$ cat src/rtl/t2s_pkg.sv
// Shared constants and the character-to-segment table of the
// text-to-segment frame sequencer. No dependencies.
package t2s_pkg;

  localparam int unsigned CharW            = 8;
  localparam int unsigned AddrW            = 4;
  localparam int unsigned DataW            = 8;
  localparam int unsigned CharFields       = 5;
  localparam int unsigned NumDigitsDefault = 5;

  localparam logic [AddrW-1:0] DecodeModeReg = 4'h9;
  localparam logic [AddrW-1:0] FirstDigitReg = 4'h1;
  localparam logic [DataW-1:0] BlankGlyph    = 8'h00;
  localparam logic [DataW-1:0] DecodeModeOff = 8'h00;
  localparam logic [CharW-1:0] EndOfMessage  = 8'h00;

  // Segment pattern of one character; anything not in the table is blank.
  function automatic logic [DataW-1:0] glyph_of(input logic [CharW-1:0] c);
    logic [DataW-1:0] g;
    case (c)
      "H":     g = 8'h37;
      "I":     g = 8'h30;
      "C":     g = 8'h4e;
      "N":     g = 8'h15;
      "D":     g = 8'h3d;
      "S":     g = 8'h5b;
      "L":     g = 8'h0e;
      "P":     g = 8'h67;
      "U":     g = 8'h1c;
      "A":     g = 8'h77;
      "F":     g = 8'h47;
      "Y":     g = 8'h3b;
      "E":     g = 8'h4f;
      "-":     g = 8'h01;
      "R":     g = 8'h05;
      "T":     g = 8'h0f;
      "O":     g = 8'h7e;
      "V":     g = 8'h3e;
      "0":     g = 8'h7e;
      "1":     g = 8'h30;
      "2":     g = 8'h6d;
      "3":     g = 8'h79;
      "4":     g = 8'h33;
      "5":     g = 8'h5b;
      "6":     g = 8'h5f;
      "7":     g = 8'h70;
      "8":     g = 8'h7f;
      "9":     g = 8'h7b;
      default: g = BlankGlyph;
    endcase
    return g;
  endfunction

endpackage

$ cat src/rtl/t2s_lane.sv
// One decode lane: segment pattern and end-of-message flag of one character.
// Depends on t2s_pkg for the glyph table.
module t2s_lane import t2s_pkg::*; (
  input  logic [CharW-1:0] char_i,
  output logic [DataW-1:0] glyph_o,
  output logic             is_end_o
);

  assign glyph_o  = glyph_of(char_i);
  assign is_end_o = (char_i == EndOfMessage);

endmodule

$ cat config.mk
export PLATFORM = sky130hd
export DESIGN_NAME = t2s_lane
export DESIGN_NICKNAME = d
export VERILOG_FILES = /design/src/rtl/t2s_pkg.sv /design/src/rtl/t2s_lane.sv
export SDC_FILE = /design/constraint.sdc
export NUM_CORES = 1
export LEC_CHECK = 0
export BUFFER_PORTS_ARGS = -buffer_cell sky130_fd_sc_hd__buf_2
export CORE_MARGIN = 2
export CORE_UTILIZATION = 45
export DETAILED_ROUTE_END_ITERATION = 7
export PLACE_DENSITY = 0.67
export REMOVE_ABC_BUFFERS = 1
export SLEW_MARGIN = 20
export SYNTH_ARGS = -nofsm -noshare
export SYNTH_HDL_FRONTEND = slang
export SYNTH_SLANG_ARGS = --single-unit
$ cat constraint.sdc
create_clock -name vclk -period 4
set_clock_uncertainty 0.1 [all_clocks]
set_input_delay 0.2 -clock vclk [all_inputs]
set_output_delay 0.2 -clock vclk [all_outputs]
set_load 0.005 [all_outputs]
==> results.toml, run 1 <==
[drt]
drc = 0
vias_per_cell = 6.33
drt-initial-drc-count = 41
antenna_left = 0
vias = 804
wl_per_cell_um = 15.6
drt_first_pass_iters = 4
routed_wl_um = 1980

[global_routing]
grt_pass1_vias = 668
grt_pass1_wl_um = 3170
overflow = 0
grt_max_degree = 27
track_usage_pct = 20.5
antenna_found_initial = 0

[yosys]
syn_area_um2 = 728
synth_cells = 103
ys_seq_area_share_pct = 0
synth_area_per_cell_um2 = 7.07
synth_warnings = 0
synth.distinct_cells = 41

[timing]
hold_viol = 0
min_period_ns = 2.16
period_share_pct = 54.1
setup_viol = 0
setup_slack_ns = 1.84
drv_slew = 0
fmax_ghz = 0.462
setup_tns_ns = 0
rsz0062_at_grt = "no"

[setup_path]
cp_max_fo = 10
endpoint_kind = "output pin"
critPathLaunchType = "input port"
slowest_stage = "ha_1"
crit_chain = "buf_2, inv_1, ha_1, nand2b_4, a211o_1, a221o_1, a32oi_1, buf_2"
critPathMaxStageDelay_ns = 0.32
critPathBufInv = 3
critical_path_class = "in2out"
critPathMostFrequentCell = "buf_2"
arrival_ns = 1.86
cp_top_family = "compound AO/OA/AOI/OAI gates"
cp.required_ns = 3.70

[die]
die-area_um2 = 1960
ios = 17
row_count = 14
fp.dieW_um = 44.2
die-height_um = 44.2
start_util_pct = 48.3
core_um2 = 1510

[cells_and_area]
drive_gt1_share_pct = 17.1
ff_latch_area_um2 = 0
final_cell_mix = "buf_2 (16), a21oi_1 (9), ha_1 (9)"
stdcell_count = 127
num_antenna_cells = 0
fin_util_pct = 51.2
fillCellCount = 168
fin_nets = 130
design.seq.count = 0
multiInputGateArea_um2 = 641
mostFrequentLayoutCell = "buf_2"
nClkBuffers = 0
syn_to_final_growth_pct = 5.84

[run]
cap_violations = 0

[place]
dp_cells = 127
portBuffers = 16
place_congestion = 0.925
place_ws_ns = 1.84
dp_hpwl_um = 1460

[power]
vdd_drop_max_uv = 48.0
p_leak_nw = 0.346
p_per_area_nw_per_um2 = 100

[status]
status = "finished clean"

[clock_tree]
post_cts_buffers = 0
cts-resized-gates = 0
hold_buffers = 0

[hold_path]
hold_class = "in2out"
[cells in the mapped netlist, drive strengths merged (2+ instances only)]
master	number	area, µm²
o211ai	5	37.5
nor2	8	30.0
a21oi	9	45.0
o21ai	3	15.0
nand2b	3	26.3
nor2b	5	31.3
inv	8	30.0
nand3	2	10.0
ha	9	113
a21o	2	15.0
a211oi	3	22.5
a31oi	3	18.8
nand3b	2	15.0
a32o	2	20.0
nand2	7	26.3
buf	6	50.0
mux2i	3	30.0
and2	2	12.5
clkbuf	2	7.51
[cells by family (layout without fill, tap and decap cells)]
logic type | count (synthesis) | after routing | share of synthesized area, %
AOI/OAI and AO/OA | 39 | 39 | 37.6
and+or+nand+nor | 32 | 32 | 23.9
buffers and inverters | 16 | 24 | 12.0
adders and majority gates | 9 | 9 | 15.5
muxes | 5 | 5 | 9.28
other | 1 | 1 | 0.515
xor gates and xnor gates | 1 | 1 | 1.20
[layout make-up]
type,instances,area share (%)
Inverter,8,3.90
Tap cell,16,2.60
Multi-Input combinational cell,87,83.1
Timing Repair Buffer,16,10.4
[power breakdown]
group          switching (mW)  internal, mW  leakage (nW)  total (mW)
registers                   0             0             0           0
clock network               0             0             0           0
logic                  0.0460        0.0311         0.346      0.0771
[metal layers]
layer / vias up / wire, µm / GRT usage [%] / share of wire, %
met1: 351 / 880 / 28.9 / 45
met4: 0 / 4 / 0 / 0.20
met5: - / 0 / 0 / 0
met2: 48 / 930 / 35.6 / 47
met3: 4 / 160 / 2.04 / 8.1
li1: 401 / - / - / -
[final timing paths]
kind	startpoint	endpoint	slack (ns)	cells past startpoint
worst min-delay path	char_i[6]	glyph_o[3]	0.71	3
worst max-delay path	char_i[1]	glyph_o[1]	1.84	8
[through the flow]
stage / total power, mW / instance area [µm²] / hold WS (ns)
after floorplan: 0.0450 / 671 / 0.364
after global placement: 0.0759 / 771 / 0.703
after detailed placement: 0.0755 / 771 / 0.706
after CTS: 0.0758 / 771 / 0.708
after global routing: 0.0843 / 771 / 0.738
final: 0.0771 / 771 / 0.710
Note: power is estimated with default switching activity, not from simulation.
==> run 2, diff against run 1 <==
==> constraint.sdc (replaced) <==
create_clock -name vclk -period 2
set_clock_uncertainty 0.1 [all_clocks]
set_input_delay 0.1 -clock vclk [all_inputs]
set_output_delay 0.1 -clock vclk [all_outputs]
set_load 0.005 [all_outputs]
==> run 2 against run 1 <==
Compared with the run above: global-route usage is 1.4 points higher; critical path depth stayed put; flip-flop and latch count stayed put; final cell count is 4.7% higher; largest cell class unchanged; sequential share of layout area stayed put; highest routed layer is now met3; largest power group unchanged.
==> results.toml, run 2 (synthesis results as in run 1) <==
[die]
fp.dieW_um = 44.2
ios = 17
die-height_um = 44.2
start_util_pct = 48.3
die-area_um2 = 1960
core_um2 = 1510
row_count = 14

[place]
portBuffers = 16
dp_hpwl_um = 1620
place_area_um2 = 816
place_ws_ns = 0.0602
place_congestion = 0.882

[cells_and_area]
syn_to_final_growth_pct = 12.4
design_area_um2 = 818
final_cell_mix = "buf_2 (16), a21oi_1 (9), inv_1 (8), nor2_1 (8), ha_1 (8)"
drive_gt1_share_pct = 22.2
design.seq.count = 0
num_antenna_cells = 0
fin_nets = 136
mostFrequentLayoutCell = "buf_2"
ff_latch_area_um2 = 0
nClkBuffers = 0

[global_routing]
overflow = 0
antenna_found_initial = 0
grt_pass1_wl_um = 3370
grt_pass1_vias = 741
grt_max_degree = 26
track_usage_pct = 21.9

[power]
power_frac_clock_pct = 0
p_per_area_nw_per_um2 = 200
p_int_mw = 0.0703
p_sw_mw = 0.0931
p_comb_share_pct = 100.0
p_leak_nw = 0.374
p_sw_share_pct = 57.0
vdd_drop_max_uv = 91.0
p_seq_share_pct = 0

[timing]
setup_tns_ns = 0
fmax_ghz = 0.528
min_period_ns = 1.89
setup_slack_ns = 0.107
hold_viol = 0
period_share_pct = 94.7
drv_slew = 0
setup_viol = 0
rsz0062_at_grt = "no"

[run]
cap_violations = 0

[drt]
vias_per_cell = 6.21
vias = 826
antenna_left = 0
drt_first_pass_iters = 4
drc = 0
routed_wl_um = 2020
wl_per_cell_um = 15.2
drt-initial-drc-count = 17

[hold_path]
hold_class = "in2out"

[setup_path]
endpoint_kind = "output pin"
critPathLaunchType = "input port"
critPathMaxStageDelay_ns = 0.33
cp.required_ns = 1.80
slowest_stage = "a211o_1"
critical_path_class = "in2out"
cp_max_fo = 6
arrival_ns = 1.69
crit_chain = "buf_2, inv_1, ha_2, nand2b_4, a211o_1, a221o_1, a32oi_1, buf_2"
critPathMostFrequentCell = "buf_2"

[status]
status = "finished clean"

[clock_tree]
post_cts_buffers = 0
cts-resized-gates = 0
hold_buffers = 0
-- run 2: worst paths after layout --
kind                       from  slack, ns  depth (start not counted)         end
worst min-delay path  char_i[6]       0.51                          3  glyph_o[5]
worst max-delay path  char_i[1]       0.11                          8  glyph_o[1]
-- run 2: critical path, delay by kind of cell --
kind	cells	cell delay, ns
AOI/OAI and AO/OA	3	0.79
adders and majority gates	1	0.32
and+or+nand+nor	1	0.07
buffers and inverters	3	0.41
-- run 2: cell type report --
class	instances	area, µm²
Inverter	8	30.0
Multi-Input combinational cell	87	643
Tap cell	16	20.0
Fill cell	163	688
Timing Repair Buffer	22	125
-- run 2: routing by layer --
metal | vias to the layer above | share of wire [%] | global-route usage [%]
met3 | 0 | 6.8 | 1.22
met4 | 0 | 0 | 1.21
met1 | 382 | 47 | 31.1
li1 | 414 | - | -
met5 | - | 0 | 0
met2 | 30 | 46 | 37.9
-- run 2: power by group through the flow --
stage	Clock [mW]	Combinational, mW	Sequential (mW)
after floorplan	0	0.0901	0
after global placement	0	0.160	0
after detailed placement	0	0.160	0
after CTS	0	0.161	0
after global routing	0	0.180	0
final	0	0.163	0
-- run 2: through the flow --
stage | instances | util, % | hold slack (ns) | total power, mW
floorplan | 95 | - | 0.164 | 0.0901
global placement | 133 | 54.2 | 0.510 | 0.160
detailed placement | 133 | 54.2 | 0.502 | 0.160
CTS | 133 | 54.2 | 0.502 | 0.161
global route | 133 | 54.3 | 0.539 | 0.180
finish | 133 | 54.3 | 0.511 | 0.163
==> run 3, diff against run 2 <==
--- a/config.mk
+++ b/config.mk
@@ -10,7 +10,6 @@
 export CORE_UTILIZATION = 45
 export DETAILED_ROUTE_END_ITERATION = 7
 export PLACE_DENSITY = 0.67
-export REMOVE_ABC_BUFFERS = 1
 export SLEW_MARGIN = 20
 export SYNTH_ARGS = -nofsm -noshare
 export SYNTH_HDL_FRONTEND = slang
==> constraint.sdc (replaced) <==
create_clock -name vclk -period 2.15
set_clock_uncertainty 0.1 [all_clocks]
set_input_delay 0.1075 -clock vclk [all_inputs]
set_output_delay 0.1075 -clock vclk [all_outputs]
set_load 0.005 [all_outputs]
==> run 3 against run 2 <==
Compared with the run above: critical path depth unchanged; first-iteration DRC count grew to 3.6 times the previous value; setup slack improved by 0.034 ns; count of clock-buffer cells in the layout is the same; power decreased by 11%; sequential share of layout area did not move; die area did not move; non-clock buffer count shrank 4; combinational power shrank 10%; via count unchanged; global-route usage down 0.67 points; flip-flop and latch count stayed put; critical endpoint unchanged.
==> results.toml, run 3 (synthesis results as in run 1) <==
[status]
status = "finished clean"

[drt]
drt_first_pass_iters = 4
vias_per_cell = 6.40
routed_wl_um = 1990
wl_per_cell_um = 15.4
vias = 826
drc = 0
drt-initial-drc-count = 61
antenna_left = 0

[cells_and_area]
fin_nets = 132
num_antenna_cells = 0
design.seq.count = 0
mostFrequentLayoutCell = "buf_2"
fillCellCount = 163
ff_latch_area_um2 = 0
multiInputGateArea_um2 = 641
design_area_um2 = 786
nClkBuffers = 0
syn_to_final_growth_pct = 7.90
fin_util_pct = 52.2
final_cell_mix = "buf_2 (16), a21oi_1 (9), ha_1 (9)"
drive_gt1_share_pct = 18.6

[place]
portBuffers = 16
dp_hpwl_um = 1570
place_congestion = 0.912
place_ws_ns = 0.160
place_area_um2 = 786

[die]
die-height_um = 44.2
die-area_um2 = 1960
row_count = 14
core_um2 = 1510
fp.dieW_um = 44.2
start_util_pct = 48.3
ios = 17

[setup_path]
cp.required_ns = 1.94
arrival_ns = 1.80
endpoint_kind = "output pin"
critPathLaunchType = "input port"
critical_path_class = "in2out"
cp_max_fo = 10

[timing]
hold_viol = 0
setup_slack_ns = 0.140
min_period_ns = 2.01
fmax_ghz = 0.498
setup_tns_ns = 0
whs_ns = 0.526
rsz0062_at_grt = "no"
period_share_pct = 93.5
drv_slew = 0
setup_viol = 0

[global_routing]
track_usage_pct = 21.2
grt_pass1_vias = 695
overflow = 0
grt_max_degree = 26
grt_pass1_wl_um = 3250
antenna_found_initial = 0

[power]
p_per_area_nw_per_um2 = 185
p_leak_nw = 0.356
vdd_drop_max_uv = 74.3

[clock_tree]
cts-resized-gates = 0
hold_buffers = 0
post_cts_buffers = 0

[run]
cap_violations = 0

[hold_path]
hold_class = "in2out"

[yosys]
synth_nets = 120
run 3: cell count changes in the layout (fill, tap and decap cells not counted), sizes merged:
| cell | previous run | this run |
|---|---|---|
| buf | 22 | 18 |
run 3: report_power, final:
part           total (mW)  switching (mW)  internal [mW]
logic               0.146          0.0858         0.0598
clock network           0               0              0
registers               0               0              0
run 3: through the flow:
step | total power, mW | std cells
floorplan | 0.105 | 103
finish | 0.146 | 129
CTS | 0.143 | 129
global placement | 0.142 | 129
global route | 0.161 | 129
detailed placement | 0.143 | 129
run 3: path summary, 6_finish.rpt:
kind	startpoint	end	slack (ns)	cells after the start
hold / removal	char_i[6]	glyph_o[3]	0.53	3
setup / recovery	char_i[1]	glyph_o[1]	0.14	8
run 3: cell type report:
| class | instances | area share (%) |
|---|---|---|
| multi-input cells | 87 | 81.5 |
| repair buffers | 18 | 12.1 |
| inverters | 8 | 3.82 |
| well taps | 16 | 2.55 |
run 3: layer usage:
metal | share of wire [%] | track usage, %
met1 | 45 | 31.6
met2 | 47 | 35.6
met3 | 8.0 | 0.408
met4 | 0 | 1.21
met5 | 0 | 0
run 3: critical path, cell delays in order:
cell and delay (ns):
buf_2 0.16, inv_1 0.16, ha_1 0.34, nand2b_4 0.08
a211o_1 0.33, a221o_1 0.28, a32oi_1 0.19, buf_2 0.14
