**config.mk**
```make
export PLATFORM = sky130hd
export DESIGN_NAME = t2s_merge
export DESIGN_NICKNAME = d
export VERILOG_FILES = /design/src/rtl/t2s_pkg.sv /design/src/rtl/t2s_merge.sv
export SDC_FILE = /design/constraint.sdc
export NUM_CORES = 1
export LEC_CHECK = 0
export BUFFER_PORTS_ARGS = -buffer_cell sky130_fd_sc_hd__clkbuf_2
export CORE_MARGIN = 1
export CORE_UTILIZATION = 43
export CTS_CLUSTER_DIAMETER = 100
export DETAILED_ROUTE_END_ITERATION = 10
export GPL_ROUTABILITY_DRIVEN = 1
export PLACE_DENSITY = 0.79
export SYNTH_ARGS = -nofsm -noshare
export SYNTH_HDL_FRONTEND = slang
export SYNTH_SLANG_ARGS = --single-unit
```
**constraint.sdc**
```tcl
create_clock -name clk_i -period 2.5 [get_ports clk_i]
set_input_delay 0.125 -clock clk_i [delete_from_list [all_inputs] [get_ports clk_i]]
set_output_delay 0.125 -clock clk_i [all_outputs]
set_load 0.02 [all_outputs]
```
**src/rtl/t2s_pkg.sv**
```systemverilog
// Shared constants and the character-to-segment table of the
// text-to-segment frame sequencer. No dependencies.
package t2s_pkg;

  localparam int unsigned CharW            = 8;
  localparam int unsigned AddrW            = 4;
  localparam int unsigned DataW            = 8;
  localparam int unsigned CharFields       = 5;
  localparam int unsigned NumDigitsDefault = 5;

  localparam logic [AddrW-1:0] DecodeModeReg = 4'h9;
  localparam logic [AddrW-1:0] FirstDigitReg = 4'h1;
  localparam logic [DataW-1:0] BlankGlyph    = 8'h00;
  localparam logic [DataW-1:0] DecodeModeOff = 8'h00;
  localparam logic [CharW-1:0] EndOfMessage  = 8'h00;

  // Segment pattern of one character; anything not in the table is blank.
  function automatic logic [DataW-1:0] glyph_of(input logic [CharW-1:0] c);
    logic [DataW-1:0] g;
    case (c)
      "H":     g = 8'h37;
      "I":     g = 8'h30;
      "C":     g = 8'h4e;
      "N":     g = 8'h15;
      "D":     g = 8'h3d;
      "S":     g = 8'h5b;
      "L":     g = 8'h0e;
      "P":     g = 8'h67;
      "U":     g = 8'h1c;
      "A":     g = 8'h77;
      "F":     g = 8'h47;
      "Y":     g = 8'h3b;
      "E":     g = 8'h4f;
      "-":     g = 8'h01;
      "R":     g = 8'h05;
      "T":     g = 8'h0f;
      "O":     g = 8'h7e;
      "V":     g = 8'h3e;
      "0":     g = 8'h7e;
      "1":     g = 8'h30;
      "2":     g = 8'h6d;
      "3":     g = 8'h79;
      "4":     g = 8'h33;
      "5":     g = 8'h5b;
      "6":     g = 8'h5f;
      "7":     g = 8'h70;
      "8":     g = 8'h7f;
      "9":     g = 8'h7b;
      default: g = BlankGlyph;
    endcase
    return g;
  endfunction

endpackage

```
**src/rtl/t2s_merge.sv**
```systemverilog
// Merging stage: applies the terminator across the lane results and holds
// the message's digit patterns in a register. Depends on t2s_pkg.
module t2s_merge import t2s_pkg::*; #(
  parameter int unsigned NUM_DIGITS = NumDigitsDefault
) (
  input  logic             clk_i,
  input  logic             rst_ni,
  input  logic             in_valid_i,
  output logic             in_ready_o,
  input  logic [DataW-1:0] glyph_i  [NUM_DIGITS],
  input  logic             is_end_i [NUM_DIGITS],
  output logic             valid_o,
  input  logic             take_i,
  output logic [DataW-1:0] pattern_o [NUM_DIGITS]
);

  logic             valid_q;
  logic [DataW-1:0] pattern_q [NUM_DIGITS];
  logic [DataW-1:0] pattern_d [NUM_DIGITS];
  logic             ended     [NUM_DIGITS];
  logic             load;

  // A position is blank once any position up to and including it ended.
  always_comb begin
    for (int p = 0; p < NUM_DIGITS; p++) begin
      if (p == 0) begin
        ended[p] = is_end_i[p];
      end else begin
        ended[p] = ended[p-1] | is_end_i[p];
      end
      pattern_d[p] = ended[p] ? BlankGlyph : glyph_i[p];
    end
  end

  assign in_ready_o = !valid_q || take_i;
  assign load       = in_valid_i && in_ready_o;

  always_ff @(posedge clk_i or negedge rst_ni) begin
    if (!rst_ni) begin
      valid_q <= 1'b0;
    end else if (load) begin
      valid_q <= 1'b1;
    end else if (take_i) begin
      valid_q <= 1'b0;
    end
  end

  always_ff @(posedge clk_i) begin
    if (load) begin
      pattern_q <= pattern_d;
    end
  end

  assign valid_o   = valid_q;
  assign pattern_o = pattern_q;

endmodule

```
==> flow_summary.toml, run 1 <==
[die]
initial_utilization_pct = 46.2
die_area_mm2 = 0.00395
die-height_um = 62.8
io_pins = 91
core.rowCount = 21
core_area_mm2 = 0.00344
die_w_um = 62.8

[timing]
slew_violations = 0
hold_viol_final = 0
finalCritPeriodShare_pct = 64.8
period_needed_ns = 1.62
tns_ns = 0
max_slew.worst_pin.slew_ns = 0.887
hold_ws_ns = 0.0454
max-slew-margin-rel_pct = 40.9
rsz0062_at_grt = "no"
timing.fmax_mhz = 617
clock_skew_ns = 0.00178
setup_violations = 0

[placed_design]
io_buffers = 90
place.gp.congestion = 0.695
place_area_mm2 = 0.00209
dp_hpwl_mm = 2.17
place_inst = 225

[critical_path]
slowest_stage = "and2_2"
crit_fanout = 40
cpLargestDelayFamily = "simple AND/OR/NAND/NOR gates"
crit_required_ns = 2.41
worstSetupPathType = "flop to flop"
start_kind = "flop"
path_cells = "nand2b_1, and2_2"
r2r_setup_slack_ns = 0.88
worst-path-buf-inv = 0
cp_slowest_stage_delay_ns = 0.75
cp.arrival_ns = 1.53
crit_path_end_kind = "flop"

[cts]
cts.htree.levels = 2
clkTransAtPathRegs_ns = 0.07
cts.hold.buffers_added = 1
clk_latency_ns = 0.28
cts_tree = "done"
clkSinkCount = 41
post_cts_resized = 0
cts.root.buffer_cell = "clkbuf_8"
cts_setup_buffers = 0
cts_made_buffers = 5
cts.path.max_buffers = 2

[detailed_routing]
routed_via_density = 4.51
drtAntennaViolNets = 0
finalWirelength_mm = 2.82
wl_met1_mm = 1.21
num_vias = 1055
avgRoutedWirePerCell_um = 12.1
dr.max_layer_used = "met4"
dr_wl_met2_mm = 1.37
drc_errors = 0
wl_met3_um = 186
drt_first_pass_iters = 3
drtIter0Drc = 44

[synth]
avgSynthCellArea_um2 = 17.5
synthCells = 91
synth_nets = 140
netlist_area_mm2 = 0.00159
synth_warnings = 0
ys_types = 12
synth_top_cell_by_area = "edfxtp_1"
synth_top_area_share_pct = 75.5
ys_seq_elements = 41
ys_seq_area_share_pct = 77.1
synthTopCellsByArea = "edfxtp_1 (76%), and2_1 (9.8%), nor3b_2 (6.3%), nor2b_1 (3.1%), dfrtp_1 (1.6%)"

[pwr]
p_per_area_mw_per_mm2 = 661
power_leakage_nw = 0.968
ir_drop_v = 0.000379

[grt]
antenna_found_initial = 0
grt_pass1_wl_mm = 4.55
grt_pass1_vias = 1073
grt_usage_pct = 15.6
overflow = 0
grt_max_degree = 41

[layout]
instances_no_fill = 234
final_common_cell = "clkbuf_2"
antenna_cells = 0
nNetsFinal = 236
design_area_mm2 = 0.00220
drive_gt1_share_pct = 56.9
fin_util_pct = 64.0
mostFrequentLayoutCells = "clkbuf_2 (90), edfxtp_1 (40), and2_1 (24), nor2b_1 (8), nor3b_2 (8)"
areaGrowthSynthToFinish_pct = 38.6

[hold_path]
hp-class = "primary input to flop"

[job]
drv_cap = 0

[outcome]
status = "complete, no violations"
==> synth_stat cells <==
library cell and n:
nor2_1 1, clkbuf_1 2, nor4_1 1, edfxtp_1 40
nor3b_2 8, nand2b_1 2, nor2b_1 8, or4_4 1
dfrtp_1 1, nor3_1 1, buf_6 1, and2_1 25
==> power by group <==
part | switching (W) | internal [W] | leakage (nW)
Sequential | 0.00000899 | 0.000792 | 0.410
Clock | 0.000203 | 0.000295 | 0.0528
Combinational | 0.0000950 | 0.0000632 | 0.506
Total | 0.000307 | 0.00115 | 0.968
==> sequential cells by signal, indices dropped and copies added, names as in the netlist <==
name	flops
pattern_o	40
valid_o	1
==> final cells by class <==
type                    count  area (um2)
clock buffers               6        72.6
clock inverters             2        33.8
fillers                   276        1240
multi-input cells          47         347
flip-flops and latches     41        1230
well taps                  46        57.6
repair buffers             92         468
==> stage by stage <==
step	total power (W)	worst slack, ns
3_5_place_dp	0.000975	0.879
4_1_cts	0.00147	0.854
5_1_grt	0.00151	0.753
6_report	0.00146	0.880
3_3_place_gp	0.000971	0.940
2_1_floorplan	0.000901	0.386
==> final timing paths <==
| kind | end | start | cells past startpoint |
|---|---|---|---|
| worst max-delay path | pattern_o[35] | valid_o | 2 |
| worst min-delay path | valid_o | in_valid_i | 2 |
| worst max register to register | pattern_o[35] | valid_o | 2 |
| worst min register to register | valid_o | valid_o | 2 |
| max in group asynchronous | valid_o | rst_ni | 2 |
| min in group asynchronous | valid_o | rst_ni | 2 |
==> layer usage <==
| layer | track usage [%] | up-vias |
|---|---|---|
| li1 | - | 514 |
| met1 | 18.9 | 473 |
| met2 | 24.6 | 62 |
| met3 | 3.83 | 6 |
| met4 | 10.2 | 0 |
| met5 | 0 | - |
==> cells by family (layout without fill, tap and decap cells) <==
| family | after synthesis | after routing | synth area share (%) |
|---|---|---|---|
| buf+inv | 3 | 100 | 1.18 |
| simple gates | 47 | 47 | 21.7 |
| flops | 41 | 41 | 77.1 |
No activity file was read; power rests on OpenSTA's default activity.
==> run 2: changes to the inputs <==
--- a/config.mk
+++ b/config.mk
@@ -7,11 +7,11 @@
 export LEC_CHECK = 0
 export BUFFER_PORTS_ARGS = -buffer_cell sky130_fd_sc_hd__clkbuf_2
 export CORE_MARGIN = 1
-export CORE_UTILIZATION = 43
+export CORE_UTILIZATION = 39
 export CTS_CLUSTER_DIAMETER = 100
 export DETAILED_ROUTE_END_ITERATION = 10
 export GPL_ROUTABILITY_DRIVEN = 1
-export PLACE_DENSITY = 0.79
+export PLACE_DENSITY = 0.75
 export SYNTH_ARGS = -nofsm -noshare
 export SYNTH_HDL_FRONTEND = slang
 export SYNTH_SLANG_ARGS = --single-unit
==> constraint.sdc (replaced) <==
create_clock -name clk_i -period 1.4 [get_ports clk_i]
set_input_delay 0.07 -clock clk_i [delete_from_list [all_inputs] [get_ports clk_i]]
set_output_delay 0.07 -clock clk_i [all_outputs]
set_load 0.02 [all_outputs]
==> run 2 against run 1 <==
Net effect: routed wire length is 6.0% higher; hold slack worse by 0.033 ns; fmax increased by 39%; clock skew rose by 0.0046 ns; setup slack lost 0.64 ns; count of clock-buffer cells in the layout unchanged; clock power rose by 80%; first-iteration DRC count down 36%.
==> flow_summary.toml, run 2 (synthesis results as in run 1) <==
[pwr]
p_total_w = 0.00263
power_leakage_nw = 1.00
p_per_area_mw_per_mm2 = 1160
ir_drop_v = 0.000685

[grt]
grt_usage_pct = 15.1
antenna_found_initial = 0
grt_max_degree = 33
overflow = 0
grt_pass1_vias = 1057
grt_pass1_wl_mm = 4.69

[detailed_routing]
num_vias = 1046
finalWirelength_mm = 2.99
avgRoutedWirePerCell_um = 12.5
drc_errors = 0
routed_via_density = 4.36
drt_first_pass_iters = 4
drtAntennaViolNets = 0
drtIter0Drc = 28

[die]
io_pins = 91
core.rowCount = 22
die-height_um = 65.9
initial_utilization_pct = 42.2
core_area_mm2 = 0.00377
die_area_mm2 = 0.00434
die_w_um = 65.9

[layout]
antenna_cells = 0
largest_reg_flops = 40
areaGrowthSynthToFinish_pct = 42.0
fin_util_pct = 59.9
mostFrequentLayoutCells = "clkbuf_2 (90), edfxtp_1 (40), and2_1 (24), nor2b_1 (8), nor3b_2 (8)"
design_area_mm2 = 0.00226
drive_gt1_share_pct = 58.3
final_common_cell = "clkbuf_2"
nNetsFinal = 240

[cts]
clkSinkCount = 41
clk_latency_ns = 0.28
cts_tree = "done"
clkTransAtPathRegs_ns = 0.07
post_cts_resized = 0
cts_made_buffers = 5
cts.root.buffer_cell = "clkbuf_8"
cts.htree.levels = 2
cts.path.max_buffers = 2

[timing]
max_slew.worst_pin.slew_ns = 0.334
tns_ns = 0
max-slew-margin-rel_pct = 77.7
clock_skew_ns = 0.00640
setup_violations = 0
period_needed_ns = 1.16
finalCritPeriodShare_pct = 83.0
slew_violations = 0
rsz0062_at_grt = "no"
timing.fmax_mhz = 861
hold_viol_final = 0
hold_ws_ns = 0.0126

[critical_path]
cpLargestDelayFamily = "flip-flops"
worstSetupPathType = "flop to flop"
slowest_stage = "dfrtp_1"
r2r-end = "pattern_o[4]"
worst-path-buf-inv = 1
crit_fanout = 32
cp.depth = 3
cp_slowest_stage_delay_ns = 0.42
r2r_setup_slack_ns = 0.24
crit_path_end_kind = "flop"
r2r_cells = 3
path_cells = "nand2b_4, and2_4, buf_12"
crit_required_ns = 1.38
cp.arrival_ns = 1.14
start_kind = "flop"
timing.rr.start = "valid_o"

[hold_path]
min_to = "valid_o"
holdPathStages = 2
hp-start = "in_valid_i"
hp-class = "primary input to flop"

[placed_design]
place.gp.congestion = 0.712
io_buffers = 90
place_area_mm2 = 0.00214
dp_hpwl_mm = 2.37

[outcome]
status = "complete, no violations"

[job]
drv_cap = 0
run 2: changes by cell type in the layout (fill, tap and decap cells not counted):
cell | previous run | this run
nand2b_4 | 0 | 1
and2_2 | 1 | 0
buf_4 | 1 | 4
and2_4 | 0 | 1
nand2b_1 | 2 | 1
buf_12 | 0 | 1
run 2: through the flow:
step / std cells / setup slack (ns)
after global placement: 231 / 0.255
after CTS: 240 / 0.225
after detailed placement: 231 / 0.211
after global routing: 240 / 0.184
final: 240 / 0.238
after floorplan: 91 / 0.0395
run 2: final cells by class:
type,instances,area (um2)
fill,298,1510
sequential,41,1230
timing repair buffer,96,510
multi-input combinational,47,355
clock buffer,6,72.6
tap,48,60.1
clock inverter,2,33.8
run 2: worst reg2reg max path, stage by stage (launching register included):
cell,delay (ns)
dfrtp_1,0.42
nand2b_4,0.09
and2_4,0.15
buf_12,0.19
run 2: per-layer routing:
layer / share of wire, % / vias to the layer above / global-route usage (%)
met5: 0 / - / 0
met4: 1.1 / 0 / 5.71
met3: 11 / 4 / 8.10
met2: 52 / 55 / 25.1
met1: 36 / 463 / 16.0
li1: - / 524 / -
run 2: worst max-delay path by stage:
stage | from | endpoint | slack (ns)
floorplan | valid_o | pattern_o[0] | 0.04
global placement | is_end_i[3] | pattern_o[6] | 0.26
detailed placement | is_end_i[3] | pattern_o[2] | 0.21
CTS | valid_o | pattern_o[7] | 0.23
global route | valid_o | pattern_o[25] | 0.18
finish | valid_o | pattern_o[4] | 0.24
run 2: power by group:
part	leakage [nW]	switching, W	internal [W]	total [W]
Clock	0.0528	0.000370	0.000526	0.000896
Combinational	0.537	0.000171	0.000129	0.000301
Sequential	0.410	0.0000180	0.00141	0.00143
run 2: repair_timing:
item / in CTS / in global routing
hold buffers: 1 / 0
endpoints found under the hold margin: 1 / 0
setup buffers: 0 / 0
endpoints found under the setup margin: 0 / 0
==> run 3: changes to the inputs <==
--- a/config.mk
+++ b/config.mk
@@ -7,11 +7,11 @@
 export LEC_CHECK = 0
 export BUFFER_PORTS_ARGS = -buffer_cell sky130_fd_sc_hd__clkbuf_2
 export CORE_MARGIN = 1
-export CORE_UTILIZATION = 39
+export CORE_UTILIZATION = 43
 export CTS_CLUSTER_DIAMETER = 100
 export DETAILED_ROUTE_END_ITERATION = 10
 export GPL_ROUTABILITY_DRIVEN = 1
-export PLACE_DENSITY = 0.75
+export PLACE_DENSITY = 0.79
 export SYNTH_ARGS = -nofsm -noshare
 export SYNTH_HDL_FRONTEND = slang
 export SYNTH_SLANG_ARGS = --single-unit
==> constraint.sdc (replaced) <==
create_clock -name clk_i -period 1.1 [get_ports clk_i]
set_input_delay 0.055 -clock clk_i [delete_from_list [all_inputs] [get_ports clk_i]]
set_output_delay 0.055 -clock clk_i [all_outputs]
set_load 0.02 [all_outputs]
==> run 3 against run 2 <==
Net effect: the run now ends with setup timing left; clock power is 55% higher; sequential share of layout area is 2.0 points lower; register-to-register slack worse by 0.27 ns; setup slack worse by 0.27 ns; combinational power is 37% higher; utilization is 8.3 points higher; non-clock buffer count is 5 higher; cell count is 1.3% higher; largest cell class unchanged; largest power group unchanged.
==> flow_summary.toml, run 3 (synthesis results as in run 1) <==
[outcome]
status = "finished with violations"
violations = "setup timing"

[critical_path]
crit_required_ns = 1.10
r2r_setup_slack_ns = -0.04
crit_path_end_kind = "flop"
worstSetupPathType = "flop to flop"
cp.arrival_ns = 1.14
crit_fanout = 8
start_kind = "flop"

[layout]
antenna_cells = 0
seq_area_mm2 = 0.00123
largest_reg_flops = 40
fill_cells = 252
multi_input_area_um2 = 355
instances_no_fill = 243
mostFrequentLayoutCells = "clkbuf_2 (89), edfxtp_1 (40), and2_1 (24), nor2b_1 (8), nor3b_2 (8)"
areaGrowthSynthToFinish_pct = 47.6
drive_gt1_share_pct = 60.4
design_area_mm2 = 0.00235
nNetsFinal = 245
final_common_cell = "clkbuf_2"
fin_util_pct = 68.2

[cts]
clkSinkCount = 41
cts.htree.levels = 2
cts.root.buffer_cell = "clkbuf_8"
clk_latency_ns = 0.29
clkTransAtPathRegs_ns = 0.08
cts.path.max_buffers = 2
cts_made_buffers = 5
cts_tree = "done"
cts_setup_buffers = 0

[job]
drv_cap = 0

[die]
die-height_um = 62.8
io_pins = 91
core_area_mm2 = 0.00344
initial_utilization_pct = 46.2
core.rowCount = 21
die_area_mm2 = 0.00395
die_w_um = 62.8

[timing]
timing.fmax_mhz = 880
max_slew.worst_pin.slew_ns = 0.657
finalCritPeriodShare_pct = 103
hold_viol_final = 0
setup_violations = 28
slew_violations = 0
fin_ws_ns = -0.0364
rsz0062_at_grt = "yes"
period_needed_ns = 1.14
clock_skew_ns = 0.00752
max-slew-margin-rel_pct = 55.9

[detailed_routing]
drtAntennaViolNets = 0
drt_first_pass_iters = 3
avgRoutedWirePerCell_um = 12.2
routed_via_density = 4.49
drtIter0Drc = 36
drc_errors = 0
num_vias = 1090
finalWirelength_mm = 2.97

[grt]
antenna_found_initial = 0
grt_pass1_vias = 1041
grt_pass1_wl_mm = 4.59
grt_usage_pct = 16.0
overflow = 0
grt_max_degree = 21

[placed_design]
io_buffers = 90
place_area_mm2 = 0.00218
dp_hpwl_mm = 2.33
place_inst = 233
place.gp.congestion = 0.691

[pwr]
p_per_area_mw_per_mm2 = 1550
power_leakage_nw = 1.04
ir_drop_v = 0.00135

[hold_path]
hp-class = "primary input to flop"
[run 3: worst paths after layout]
| kind | to | from | cells after the start |
|---|---|---|---|
| worst max-delay path | pattern_o[8] | valid_o | 3 |
| worst min-delay path | pattern_o[13] | glyph_i[13] | 2 |
| worst max register to register | pattern_o[8] | valid_o | 3 |
| worst min register to register | valid_o | valid_o | 3 |
| max in group asynchronous | valid_o | rst_ni | 2 |
| min in group asynchronous | valid_o | rst_ni | 2 |
[run 3: area by class of cell]
type,instances,area share [%]
clock inverters,3,2.77
multi-input cells,47,15.1
well taps,46,2.45
repair buffers,101,24.4
flip-flops and latches,41,52.3
clock buffers,5,2.93
[run 3: metal layers]
layer,share of wire (%),track usage (%),up-vias,routed length (um)
met5,0,0,-,0
met4,1.7,6.98,0,50
met3,9.0,7.30,6,267
met2,51,27.9,66,1510
met1,38,16.5,485,1140
li1,-,-,533,-
[run 3: stage by stage]
stage | hold slack, ns | power (W) | setup TNS [ns] | setup WS [ns]
3_5_place_dp | -0.167 | 0.00226 | -1.90 | -0.131
5_1_grt | 0.0292 | 0.00377 | -2.01 | -0.0709
2_1_floorplan | -0.241 | 0.00205 | -9.08 | -0.227
4_1_cts | 0.0264 | 0.00366 | -0.910 | -0.0393
6_report | 0.0344 | 0.00363 | -0.766 | -0.0364
3_3_place_gp | -0.169 | 0.00225 | -0.486 | -0.0312
[run 3: critical path: stages, from the launching register on]
cell and delay [ns]:
dfrtp_2 0.43, nand2b_4 0.07, and2_4 0.17, buf_4 0.18
[run 3: power breakdown]
part           switching, W  internal (W)  total [W]
clock              0.000493      0.000901    0.00139
sequential        0.0000220       0.00180    0.00182
combinational      0.000225      0.000189   0.000413
[run 3: timing repair]
action / in CTS / in global routing
hold endpoints to repair: 2 / 0
setup endpoints to repair: 36 / 41
gates resized for setup: 1 / 1
hold buffers: 2 / 0
pin swaps: 0 / 0
