### src/rtl/t2s_pkg.sv
// Shared constants and the character-to-segment table of the
// text-to-segment frame sequencer. No dependencies.
package t2s_pkg;

  localparam int unsigned CharW            = 8;
  localparam int unsigned AddrW            = 4;
  localparam int unsigned DataW            = 8;
  localparam int unsigned CharFields       = 5;
  localparam int unsigned NumDigitsDefault = 5;

  localparam logic [AddrW-1:0] DecodeModeReg = 4'h9;
  localparam logic [AddrW-1:0] FirstDigitReg = 4'h1;
  localparam logic [DataW-1:0] BlankGlyph    = 8'h00;
  localparam logic [DataW-1:0] DecodeModeOff = 8'h00;
  localparam logic [CharW-1:0] EndOfMessage  = 8'h00;

  // Segment pattern of one character; anything not in the table is blank.
  function automatic logic [DataW-1:0] glyph_of(input logic [CharW-1:0] c);
    logic [DataW-1:0] g;
    case (c)
      "H":     g = 8'h37;
      "I":     g = 8'h30;
      "C":     g = 8'h4e;
      "N":     g = 8'h15;
      "D":     g = 8'h3d;
      "S":     g = 8'h5b;
      "L":     g = 8'h0e;
      "P":     g = 8'h67;
      "U":     g = 8'h1c;
      "A":     g = 8'h77;
      "F":     g = 8'h47;
      "Y":     g = 8'h3b;
      "E":     g = 8'h4f;
      "-":     g = 8'h01;
      "R":     g = 8'h05;
      "T":     g = 8'h0f;
      "O":     g = 8'h7e;
      "V":     g = 8'h3e;
      "0":     g = 8'h7e;
      "1":     g = 8'h30;
      "2":     g = 8'h6d;
      "3":     g = 8'h79;
      "4":     g = 8'h33;
      "5":     g = 8'h5b;
      "6":     g = 8'h5f;
      "7":     g = 8'h70;
      "8":     g = 8'h7f;
      "9":     g = 8'h7b;
      default: g = BlankGlyph;
    endcase
    return g;
  endfunction

endpackage

### src/rtl/t2s_frame_if.sv
// Valid/ready channel that carries one display-driver register frame.
// Depends on t2s_pkg for the field widths.
interface t2s_frame_if import t2s_pkg::*; ();
  logic             valid;
  logic             ready;
  logic [AddrW-1:0] reg_address;
  logic [DataW-1:0] reg_data;
  logic             last_frame;

  modport source (output valid, reg_address, reg_data, last_frame, input ready);
  modport sink   (input valid, reg_address, reg_data, last_frame, output ready);
endinterface

### src/rtl/t2s_serializer.sv
// Frame serializer: sends the decode-mode frame and then one frame per
// digit, from the highest digit register down. Depends on t2s_pkg.
module t2s_serializer import t2s_pkg::*; #(
  parameter int unsigned NUM_DIGITS = NumDigitsDefault
) (
  input  logic             clk_i,
  input  logic             rst_ni,
  input  logic             valid_i,
  output logic             take_o,
  input  logic [DataW-1:0] pattern_i [NUM_DIGITS],
  t2s_frame_if.source      out_o
);

  localparam logic [AddrW-1:0] TopDigitReg = AddrW'(NUM_DIGITS);

  logic             active_q;
  logic [AddrW-1:0] addr_q;
  logic [DataW-1:0] buf_q [NUM_DIGITS];
  logic             is_decode;
  logic             is_last;
  logic             advance;

  assign is_decode = (addr_q == DecodeModeReg);
  assign is_last   = (addr_q == FirstDigitReg);
  assign advance   = active_q && out_o.ready;
  // A new message loads when the run is over or its last frame leaves now.
  assign take_o    = valid_i && (!active_q || (advance && is_last));

  always_ff @(posedge clk_i or negedge rst_ni) begin
    if (!rst_ni) begin
      active_q <= 1'b0;
      addr_q   <= DecodeModeReg;
    end else if (take_o) begin
      active_q <= 1'b1;
      addr_q   <= DecodeModeReg;
    end else if (advance) begin
      if (is_last) begin
        active_q <= 1'b0;
      end else if (is_decode) begin
        addr_q <= TopDigitReg;
      end else begin
        addr_q <= addr_q - AddrW'(1);
      end
    end
  end

  // The pattern of the current digit always sits at the head of the buffer.
  always_ff @(posedge clk_i) begin
    if (take_o) begin
      buf_q <= pattern_i;
    end else if (advance && !is_decode) begin
      for (int i = 0; i < NUM_DIGITS - 1; i++) begin
        buf_q[i] <= buf_q[i+1];
      end
      buf_q[NUM_DIGITS-1] <= BlankGlyph;
    end
  end

  assign out_o.valid       = active_q;
  assign out_o.reg_address = addr_q;
  assign out_o.reg_data    = is_decode ? DecodeModeOff : buf_q[0];
  assign out_o.last_frame  = is_last;

endmodule

### src/flat_wrapper.sv
// flat-port wrapper written by rule: the top's interface ports become plain ports
module t2s_serializer_flat import t2s_pkg::*;
#(
  parameter int unsigned NUM_DIGITS = NumDigitsDefault
)
  (clk_i, rst_ni, valid_i, take_o, pattern_i, out_o_valid, out_o_reg_address, out_o_reg_data, out_o_last_frame, out_o_ready);
  t2s_frame_if out_o_i ();
  input  logic clk_i;
  input  logic rst_ni;
  input  logic valid_i;
  output logic take_o;
  input  logic [DataW-1:0] pattern_i[NUM_DIGITS];
  output wire logic [$bits(out_o_i.valid)-1:0] out_o_valid;
  output wire logic [$bits(out_o_i.reg_address)-1:0] out_o_reg_address;
  output wire logic [$bits(out_o_i.reg_data)-1:0] out_o_reg_data;
  output wire logic [$bits(out_o_i.last_frame)-1:0] out_o_last_frame;
  input wire logic [$bits(out_o_i.ready)-1:0] out_o_ready;
  assign out_o_valid = out_o_i.valid;
  assign out_o_reg_address = out_o_i.reg_address;
  assign out_o_reg_data = out_o_i.reg_data;
  assign out_o_last_frame = out_o_i.last_frame;
  assign out_o_i.ready = out_o_ready;
  t2s_serializer #(.NUM_DIGITS(NUM_DIGITS)) u_core (.clk_i(clk_i), .rst_ni(rst_ni), .valid_i(valid_i), .take_o(take_o), .pattern_i(pattern_i), .out_o(out_o_i));
endmodule
### config.mk
export PLATFORM = sky130hd
export DESIGN_NAME = t2s_serializer_flat
export DESIGN_NICKNAME = d
export VERILOG_FILES = /design/src/rtl/t2s_pkg.sv /design/src/rtl/t2s_frame_if.sv /design/src/rtl/t2s_serializer.sv /design/src/flat_wrapper.sv
export SDC_FILE = /design/constraint.sdc
export NUM_CORES = 1
export LEC_CHECK = 0
export ABC_AREA = 1
export BUFFER_PORTS_ARGS = -buffer_cell sky130_fd_sc_hd__buf_2
export CAP_MARGIN = 15
export CORE_MARGIN = 4
export CORE_UTILIZATION = 52
export DETAILED_ROUTE_END_ITERATION = 8
export PLACE_DENSITY = 0.83
export SYNTH_ARGS = -nofsm -noshare
export SYNTH_HDL_FRONTEND = slang
export SYNTH_SLANG_ARGS = --single-unit
### constraint.sdc
create_clock -name clk_i -period 2.7 [get_ports clk_i]
set_input_delay 0.27 -clock clk_i [delete_from_list [all_inputs] [get_ports clk_i]]
set_output_delay 0.27 -clock clk_i [all_outputs]
set_load 0.005 [all_outputs]
==> impl_metrics.yaml, run 1 <==
power_and_ir_drop:
  total_power_mw: 2.616
  power_switching_uw: 884.6
  swShare_pct: 33.82
  p_seq_share_pct: 50.1
  p_comb_share_pct: 34.6
  p_per_area_nw_per_um2: 1028
  p_leak_nw: 1.334
  clockPowerShare_pct: 15.3
  internal-power_mw: 1.731
  ir_worst_vdd_mv: 0.4673
worst_setup_path:
  path_max_fanout: 43
  startpoint_type: "register"
  path_cells: "ha_1, nand2_2, nand2_4, nand2_4, inv_6, buf_2"
  worst-path-buf-inv: 2
  r2r_start: "u_core.out_o.reg_address[0]$_DFFE_PN1P_"
  timing.rr.end: "u_core.buf_q[8]$_DFFE_PP_"
  crit_path_max_incr_delay_ns: 0.55
  crit_cells: 6
  r2r_cells: 6
  reg2reg_slack_ns: 0.61
  slowest_stage: "dfstp_2"
  path_common_cell: "nand2_4"
  critPathLaunch: "u_core.out_o.reg_address[0]$_DFFE_PN1P_"
  worst_setup_path_end_kind: "output port"
  critPathTopFamily: "flip-flops"
  arrival_ns: 2.05
  cp.required_ns: 2.43
  worst-setup-path-type: "register to output port"
  crit_path_end: "take_o"
timing:
  fmax_ghz: 0.4316
  finClkSkew_ns: 0.005738
  worst_pin_slew_ns: 0.4753
  fin_crit_sh_pct: 85.81
  setup-tns-final_ns: 0
  rsz0062_at_grt: "false"
  setup_viol: 0
  min_period_ns: 2.317
  slew_headroom_pct: 68.31
  whs_ns: 0.2311
  timing.final.ws_setup_ns: 0.3831
  slew_violations: 0
  hold_viol_final: 0
layout:
  utilization_pct: 63.59
  regArea_um2: 1329
  layout-drive-gt1-share_pct: 29.66
  insertedDiodeCount: 0
  layout_commonest_cell: "nand2_1"
  finalNonFillerCells: 340
  multi_input_area_um2: 643.1
  area_growth_pct: 18.89
  final_cell_mix: "nand2_1 (114), buf_2 (58), edfxtp_1 (40), inv_1 (24), nand2_2 (13)"
  fillers: 345
  fin_area_um2: 2544
  layout.nets: 335
placement:
  dp.cells: 331
  port_buffers: 58
  gp_congestion: 0.8468
  dp_hpwl_um: 2759
  place_ws_ns: 0.6197
  placed_cell_area_um2: 2447
die:
  die_y_um: 72.15
  die_width_um: 72.15
  core_um2: 4000
  io-pin-count: 59
  start_util_pct: 53.49
  fp.dieArea_um2: 5205
  row_count: 23
route:
  wl_per_cell_um: 11.26
  vias: 1562
  top_layer_used: "met4"
  vias_per_cell: 4.594
  met3_wirelength_um: 347
  met2_length_um: 1903
  first_pass_iters: 4
  wl_um: 3829
  antenna_left: 0
  drc: 0
  first_iter_violations: 85
  wl_met1_um: 1521
clock_tree:
  cts_resized: 0
  path_clk_slew_ns: 0.08
  cts_buffers: 5
  h-tree-depth: 2
  postCtsSetupBuffers: 0
  postCtsHoldBufs: 1
  clock-sinks: 45
  clockRootBuffer: "clkbuf_8"
  cts_tree: "done"
  cts_max_path_buffers: 2
  clk_latency_ns: 0.30
min_path:
  worstHoldPathType: "primary input to register"
global_route:
  overflow: 0
  grt_pass1_vias: 1472
  grt_use_total_pct: 15.88
  antenna_found_initial: 0
  grt_pass1_wl_um: 6348
  grt_start_max_net_pins: 44
synthesis:
  ys_types: 19
  syn_area_um2: 2140
  synth.avg_cell_area_um2: 9.343
  syn_inst: 229
  syn-num-nets: 275
  synth_warnings: 0
  ys_seq_area_share_pct: 62.11
  synth-seq-cells: 45
flow_run:
  max_cap_violations: 0
outcome:
  status: "completed"
==> worst min-delay path by stage <==
stage | startpoint | to | cells past startpoint
finish | pattern_i[11] | u_core.buf_q[11]$_DFFE_PP_ | 3
floorplan | rst_ni | u_core.out_o.reg_address[1]$_DFFE_PN0P_ | 0
detailed placement | rst_ni | u_core.out_o.valid$_DFFE_PN0P_ | 1
global route | pattern_i[37] | u_core.buf_q[37]$_DFFE_PP_ | 3
CTS | pattern_i[11] | u_core.buf_q[11]$_DFFE_PP_ | 3
global placement | rst_ni | u_core.out_o.valid$_DFFE_PN0P_ | 1
==> per-layer routing <==
metal / GRT usage [%] / up-vias
li1: - / 825
met1: 18.69 / 680
met3: 5.263 / 6
met5: 0 / -
met4: 5.637 / 0
met2: 27.10 / 51
==> kinds of logic (layout without fill, tap and decap cells) <==
group                    Yosys count  in the layout  share of synthesized area [%]
AO/OA/AOI/OAI                      3              3                         0.7015
adder cells (fa/ha/maj)            2              2                          1.169
buffers and inverters             33             94                          7.953
flip-flops                        45             45                          62.11
AND/OR/NAND/NOR                  146            146                          28.07
==> cell usage after synthesis <==
| cell type | instances | share of area (%) |
|---|---|---|
| dfrtp_1 | 3 | 3.5 |
| edfxtp_1 | 40 | 56 |
| o21ai_0 | 1 | 0.23 |
| nand3_1 | 3 | 0.70 |
| buf_4 | 4 | 1.4 |
| nand2_4 | 2 | 1.1 |
| nor2_2 | 1 | 0.29 |
| inv_1 | 24 | 4.2 |
| a21oi_1 | 2 | 0.47 |
| dfstp_2 | 2 | 2.5 |
| buf_6 | 2 | 1.1 |
| nor3_1 | 1 | 0.23 |
| nand2_1 | 115 | 20 |
| inv_2 | 1 | 0.18 |
| buf_8 | 1 | 0.70 |
| nor2_1 | 12 | 2.1 |
| ha_1 | 2 | 1.2 |
| nand2_2 | 12 | 3.5 |
| inv_6 | 1 | 0.41 |
==> cell type report <==
cell class              instances  area share, %
clock buffers                   5          2.705
clock inverters                 3         0.6886
inverters                      26          4.033
multi-input cells             151          25.28
flip-flops and latches         45          52.24
well taps                      50          2.459
repair buffers                 60          12.59
==> tightest hold or removal path, delay by kind of cell <==
kind          cells  cell delay, ns
simple gates      2            0.08
buf+inv           1            0.07
==> sequential cells by signal, indices dropped and copies added, names as in the netlist <==
signal,count
u_core.out_o.valid,1
u_core.buf_q,40
u_core.out_o.reg_address,4
==> power groups by stage <==
stage          clock, mW  combinational [mW]  sequential [mW]
2_1_floorplan          0               0.650             1.32
3_3_place_gp           0               0.872             1.31
3_5_place_dp           0               0.918             1.33
4_1_cts            0.409               0.922             1.31
5_1_grt            0.437                1.05             1.34
6_report           0.400               0.905             1.31
No activity file was read; power rests on OpenSTA's default activity.
==> run 2, diff against run 1 <==
==> constraint.sdc (replaced) <==
create_clock -name clk_i -period 2.7 [get_ports clk_i]
set_input_delay 0.54 -clock clk_i [delete_from_list [all_inputs] [get_ports clk_i]]
set_output_delay 0.54 -clock clk_i [all_outputs]
set_load 0.005 [all_outputs]
==> run 2 against run 1 <==
  * Critical path depth unchanged
  * Critical path type unchanged
  * Clock skew grew 0.00063 ns
  * Highest routed layer unchanged
  * Register-to-register slack gained 0.12 ns
  * Via count down 1.5%
  * First-iteration DRC count is 38% lower
  * Total power rose by 0.24%
  * Largest power group unchanged
  * Global-route usage down 0.86 points
==> impl_metrics.yaml, run 2 (synthesis gave the netlist of run 1 again) <==
outcome:
  status: "completed"
clock_tree:
  clk_latency_ns: 0.30
  postCtsHoldBufs: 0
  cts_tree: "done"
  cts_buffers: 5
  clock-sinks: 45
  cts_resized: 0
  cts_max_path_buffers: 2
  path_clk_slew_ns: 0.09
  h-tree-depth: 2
  clockRootBuffer: "clkbuf_8"
  postCtsSetupBuffers: 0
layout:
  fillers: 344
  insertedDiodeCount: 0
  area_growth_pct: 18.95
  final_cell_mix: "nand2_1 (114), buf_2 (58), edfxtp_1 (40), inv_1 (24), nand2_2 (13)"
  layout-drive-gt1-share_pct: 30.34
  top_register: "u_core.buf_q"
  largest_register_ffs: 40
  finalNonFillerCells: 340
  layout_commonest_cell: "nand2_1"
  layout.nets: 335
worst_setup_path:
  arrival_ns: 1.73
  timing.rr.end: "u_core.buf_q[13]$_DFFE_PP_"
  crit_cells: 6
  worst-path-buf-inv: 2
  r2r_cells: 8
  worst-setup-path-type: "register to output port"
  path_common_cell: "nand2_4"
  r2r_start: "u_core.out_o.reg_address[0]$_DFFE_PN1P_"
  slowest_stage: "dfstp_2"
  critPathTopFamily: "flip-flops"
  path_cells: "ha_1, nand2_2, nand2_4, nand2_4, inv_6, buf_2"
  cp.required_ns: 2.16
  reg2reg_slack_ns: 0.73
  startpoint_type: "register"
  path_max_fanout: 43
  crit_path_max_incr_delay_ns: 0.55
  worst_setup_path_end_kind: "output port"
timing:
  hold_viol_final: 0
  slew_violations: 0
  setup_viol: 0
  fin_crit_sh_pct: 84.23
  finClkSkew_ns: 0.006372
  worst_pin_slew_ns: 0.4503
  slew_headroom_pct: 69.96
  setup-tns-final_ns: 0
  rsz0062_at_grt: "false"
  fmax_ghz: 0.4397
  min_period_ns: 2.274
die:
  fp.dieArea_um2: 5205
  die_y_um: 72.15
  row_count: 23
  die_width_um: 72.15
  core_um2: 4000
  start_util_pct: 53.49
  io-pin-count: 59
global_route:
  overflow: 0
  grt_pass1_vias: 1450
  grt_use_total_pct: 15.02
  antenna_found_initial: 0
  grt_pass1_wl_um: 5975
  grt_start_max_net_pins: 44
route:
  wl_um: 3633
  first_iter_violations: 53
  wl_per_cell_um: 10.69
  vias_per_cell: 4.526
  vias: 1539
  antenna_left: 0
  drc: 0
  first_pass_iters: 4
placement:
  port_buffers: 58
  dp.cells: 332
  dp_hpwl_um: 2534
  gp_congestion: 0.7536
power_and_ir_drop:
  ir_worst_vdd_mv: 0.4434
  p_leak_nw: 1.334
  p_per_area_nw_per_um2: 1030
flow_run:
  max_cap_violations: 0
min_path:
  worstHoldPathType: "primary input to async pin"
## run 2: cell types whose count changed in the layout (fill, tap and decap cells not counted)
cell and change:
buf_4 +1, clkinv_4 -1, inv_6 +1, dlygate4sd3_1 -1
clkinv_1 -1, clkinvlp_4 +1
## run 2: area by class of cell
class | count | area, um^2 | area share [%]
clock buffer | 5 | 68.82 | 2.704
clock inverter | 3 | 21.27 | 0.8358
inverter | 26 | 102.6 | 4.031
multi-input combinational | 151 | 643.1 | 25.27
sequential | 45 | 1329 | 52.21
tap | 50 | 62.56 | 2.458
timing repair buffer | 60 | 317.8 | 12.49
## run 2: report_power, final
part	leakage [nW]	switching, mW	total [mW]	internal [mW]
Clock	0.0445	0.237	0.421	0.184
Sequential	0.452	0.103	1.31	1.21
Combinational	0.837	0.542	0.892	0.349
## run 2: stage by stage
step	cell area [um^2]	worst slack [ns]	hold WS [ns]	power, mW	util [%]
2_1_floorplan	2140	0.3157	0.2444	1.965	-
3_3_place_gp	2455	0.7268	0.3603	2.179	61.37
3_5_place_dp	2455	0.6564	0.3659	2.235	61.37
4_1_cts	2545	0.4125	0.03505	2.651	63.62
5_1_grt	2545	0.2981	0.03630	2.839	63.62
6_report	2545	0.4257	0.03365	2.622	63.62
## run 2: routing by layer
metal,vias up,routed length (um),track usage [%]
met4,0,40,5.637
met3,4,330,5.540
met2,50,1753,25.78
met5,-,0,0
met1,657,1508,17.02
li1,828,-,-
## run 2: how the worst max path moves through the flow
stage | startpoint | to | slack, ns
floorplan | u_core.out_o.reg_address[0]$_DFFE_PN1P_ | u_core.buf_q[0]$_SDFFCE_PP0P_ | 0.32
global placement | out_o_ready | take_o | 0.73
detailed placement | out_o_ready | u_core.buf_q[13]$_DFFE_PP_ | 0.66
CTS | u_core.out_o.reg_address[0]$_DFFE_PN1P_ | take_o | 0.41
global route | u_core.out_o.reg_address[0]$_DFFE_PN1P_ | take_o | 0.30
finish | u_core.out_o.reg_address[0]$_DFFE_PN1P_ | take_o | 0.43
==> run 3, diff against run 2 <==
clock period = 2.1 ns   (was 2.7 ns; I/O delays follow)
==> run 3 against run 2 <==
  * Via count grew 1.3%
  * Design area grew 2.2%
  * Global-route usage shrank 1.1 points
  * Utilization grew 1.4 points
==> impl_metrics.yaml, run 3 (synthesis gave the netlist of run 1 again) <==
layout:
  top_register: "u_core.buf_q"
  utilization_pct: 65.00
  area_growth_pct: 21.52
  insertedDiodeCount: 0
  layout.nets: 338
  layout-drive-gt1-share_pct: 30.72
  largest_register_ffs: 40
  layout_commonest_cell: "nand2_1"
  final_cell_mix: "nand2_1 (114), buf_2 (58), edfxtp_1 (40), inv_1 (24)"
clock_tree:
  postCtsSetupBuffers: 0
  clockRootBuffer: "clkbuf_8"
  cts_tree: "done"
  path_clk_slew_ns: 0.09
  cts_max_path_buffers: 2
  clk_latency_ns: 0.30
  cts_buffers: 5
  clock-sinks: 45
  h-tree-depth: 2
die:
  row_count: 23
  die_width_um: 72.15
  fp.dieArea_um2: 5205
  core_um2: 4000
  start_util_pct: 53.49
  io-pin-count: 59
  die_y_um: 72.15
timing:
  min_period_ns: 1.954
  setup_viol: 0
  worst_pin_slew_ns: 0.3548
  finClkSkew_ns: 0.008756
  setup-tns-final_ns: 0
  rsz0062_at_grt: "false"
  hold_viol_final: 0
  timing.final.ws_setup_ns: 0.1456
  fin_crit_sh_pct: 93.06
  slew_headroom_pct: 76.35
  slew_violations: 0
  fmax_ghz: 0.5117
power_and_ir_drop:
  p_seq_share_pct: 48.0
  power_switching_mw: 1.137
  p_comb_share_pct: 33.4
  swShare_pct: 32.38
  internal-power_mw: 2.374
  p_per_area_nw_per_um2: 1351
  ir_worst_vdd_mv: 0.5749
  clockPowerShare_pct: 18.6
  p_leak_nw: 1.364
placement:
  place_ws_ns: 0.3455
  gp_congestion: 0.7890
  port_buffers: 58
  dp_hpwl_um: 2596
route:
  wl_per_cell_um: 10.48
  first_pass_iters: 4
  antenna_left: 0
  vias_per_cell: 4.545
  drc: 0
  vias: 1559
  wl_um: 3596
  first_iter_violations: 80
global_route:
  grt_use_total_pct: 13.92
  grt_pass1_wl_um: 5616
  antenna_found_initial: 0
  overflow: 0
  grt_pass1_vias: 1362
  grt_start_max_net_pins: 33
worst_setup_path:
  worst_setup_path_end_kind: "output port"
  reg2reg_slack_ns: 0.33
  r2r_start: "u_core.out_o.reg_address[0]$_DFFE_PN1P_"
  worst-setup-path-type: "register to output port"
  arrival_ns: 1.53
  cp.required_ns: 1.68
  startpoint_type: "register"
  critPathLaunch: "u_core.out_o.reg_address[0]$_DFFE_PN1P_"
  path_max_fanout: 10
min_path:
  min-delay-start: "pattern_i[39]"
  worstHoldPathType: "primary input to register"
outcome:
  status: "completed"
flow_run:
  max_cap_violations: 0
run 3: cell type report:
cell class | count | area, um^2
clock buffer | 5 | 68.82
sequential | 45 | 1329
tap | 50 | 62.56
multi-input combinational | 151 | 648.1
timing repair buffer | 63 | 342.8
clock inverter | 3 | 46.29
inverter | 26 | 102.6
fill | 333 | 1400
run 3: worst paths after layout:
check                                                          end  depth (start not counted)
setup / recovery                                 out_o_reg_data[4]                          7
hold / removal                          u_core.buf_q[39]$_DFFE_PP_                          3
setup reg to reg                        u_core.buf_q[13]$_DFFE_PP_                          8
hold reg to reg                         u_core.buf_q[38]$_DFFE_PP_                          2
max in group asynchronous  u_core.out_o.reg_address[3]$_DFFE_PN1P_                          2
min in group asynchronous  u_core.out_o.reg_address[1]$_DFFE_PN0P_                          2
run 3: metal layers:
layer | part of all wire, % | vias to the layer above | track usage, % | wire length, um
li1 | - | 834 | - | -
met1 | 42 | 670 | 16.00 | 1524
met2 | 48 | 51 | 23.76 | 1729
met3 | 8.3 | 4 | 5.540 | 300
met4 | 1.2 | 0 | 4.384 | 42
met5 | 0 | - | 0 | 0
run 3: per-stage QoR:
| step | hold slack, ns | instance area, um^2 | std cells | power, mW |
|---|---|---|---|---|
| floorplan | 0.1244 | 2142 | 229 | 2.524 |
| global placement | 0.2410 | 2470 | 334 | 2.822 |
| detailed placement | 0.2450 | 2470 | 334 | 2.886 |
| CTS | 0.3714 | 2595 | 343 | 3.543 |
| global route | 0.3781 | 2600 | 343 | 3.778 |
| finish | 0.3818 | 2600 | 343 | 3.512 |
run 3: worst max-delay path, cell delays in order, from the launching register on:
cell,delay (ns)
dfstp_2,0.55
ha_1,0.18
nand2_1,0.08
inv_1,0.11
nand2_4,0.10
nand2_1,0.07
inv_1,0.03
buf_2,0.11
run 3: repair_timing:
action / in CTS / in global routing
setup endpoints to repair: 0 / 3
endpoints found under the hold margin: 3 / 0
hold buffers: 1 / 0
gates resized for setup: 0 / 1
run 3: power by group through the flow:
stage / sequential, mW / combinational, mW / clock (mW)
floorplan: 1.69 / 0.839 / 0
global placement: 1.69 / 1.14 / 0
detailed placement: 1.71 / 1.18 / 0
finish: 1.69 / 1.17 / 0.653
global route: 1.73 / 1.35 / 0.697
CTS: 1.68 / 1.18 / 0.673
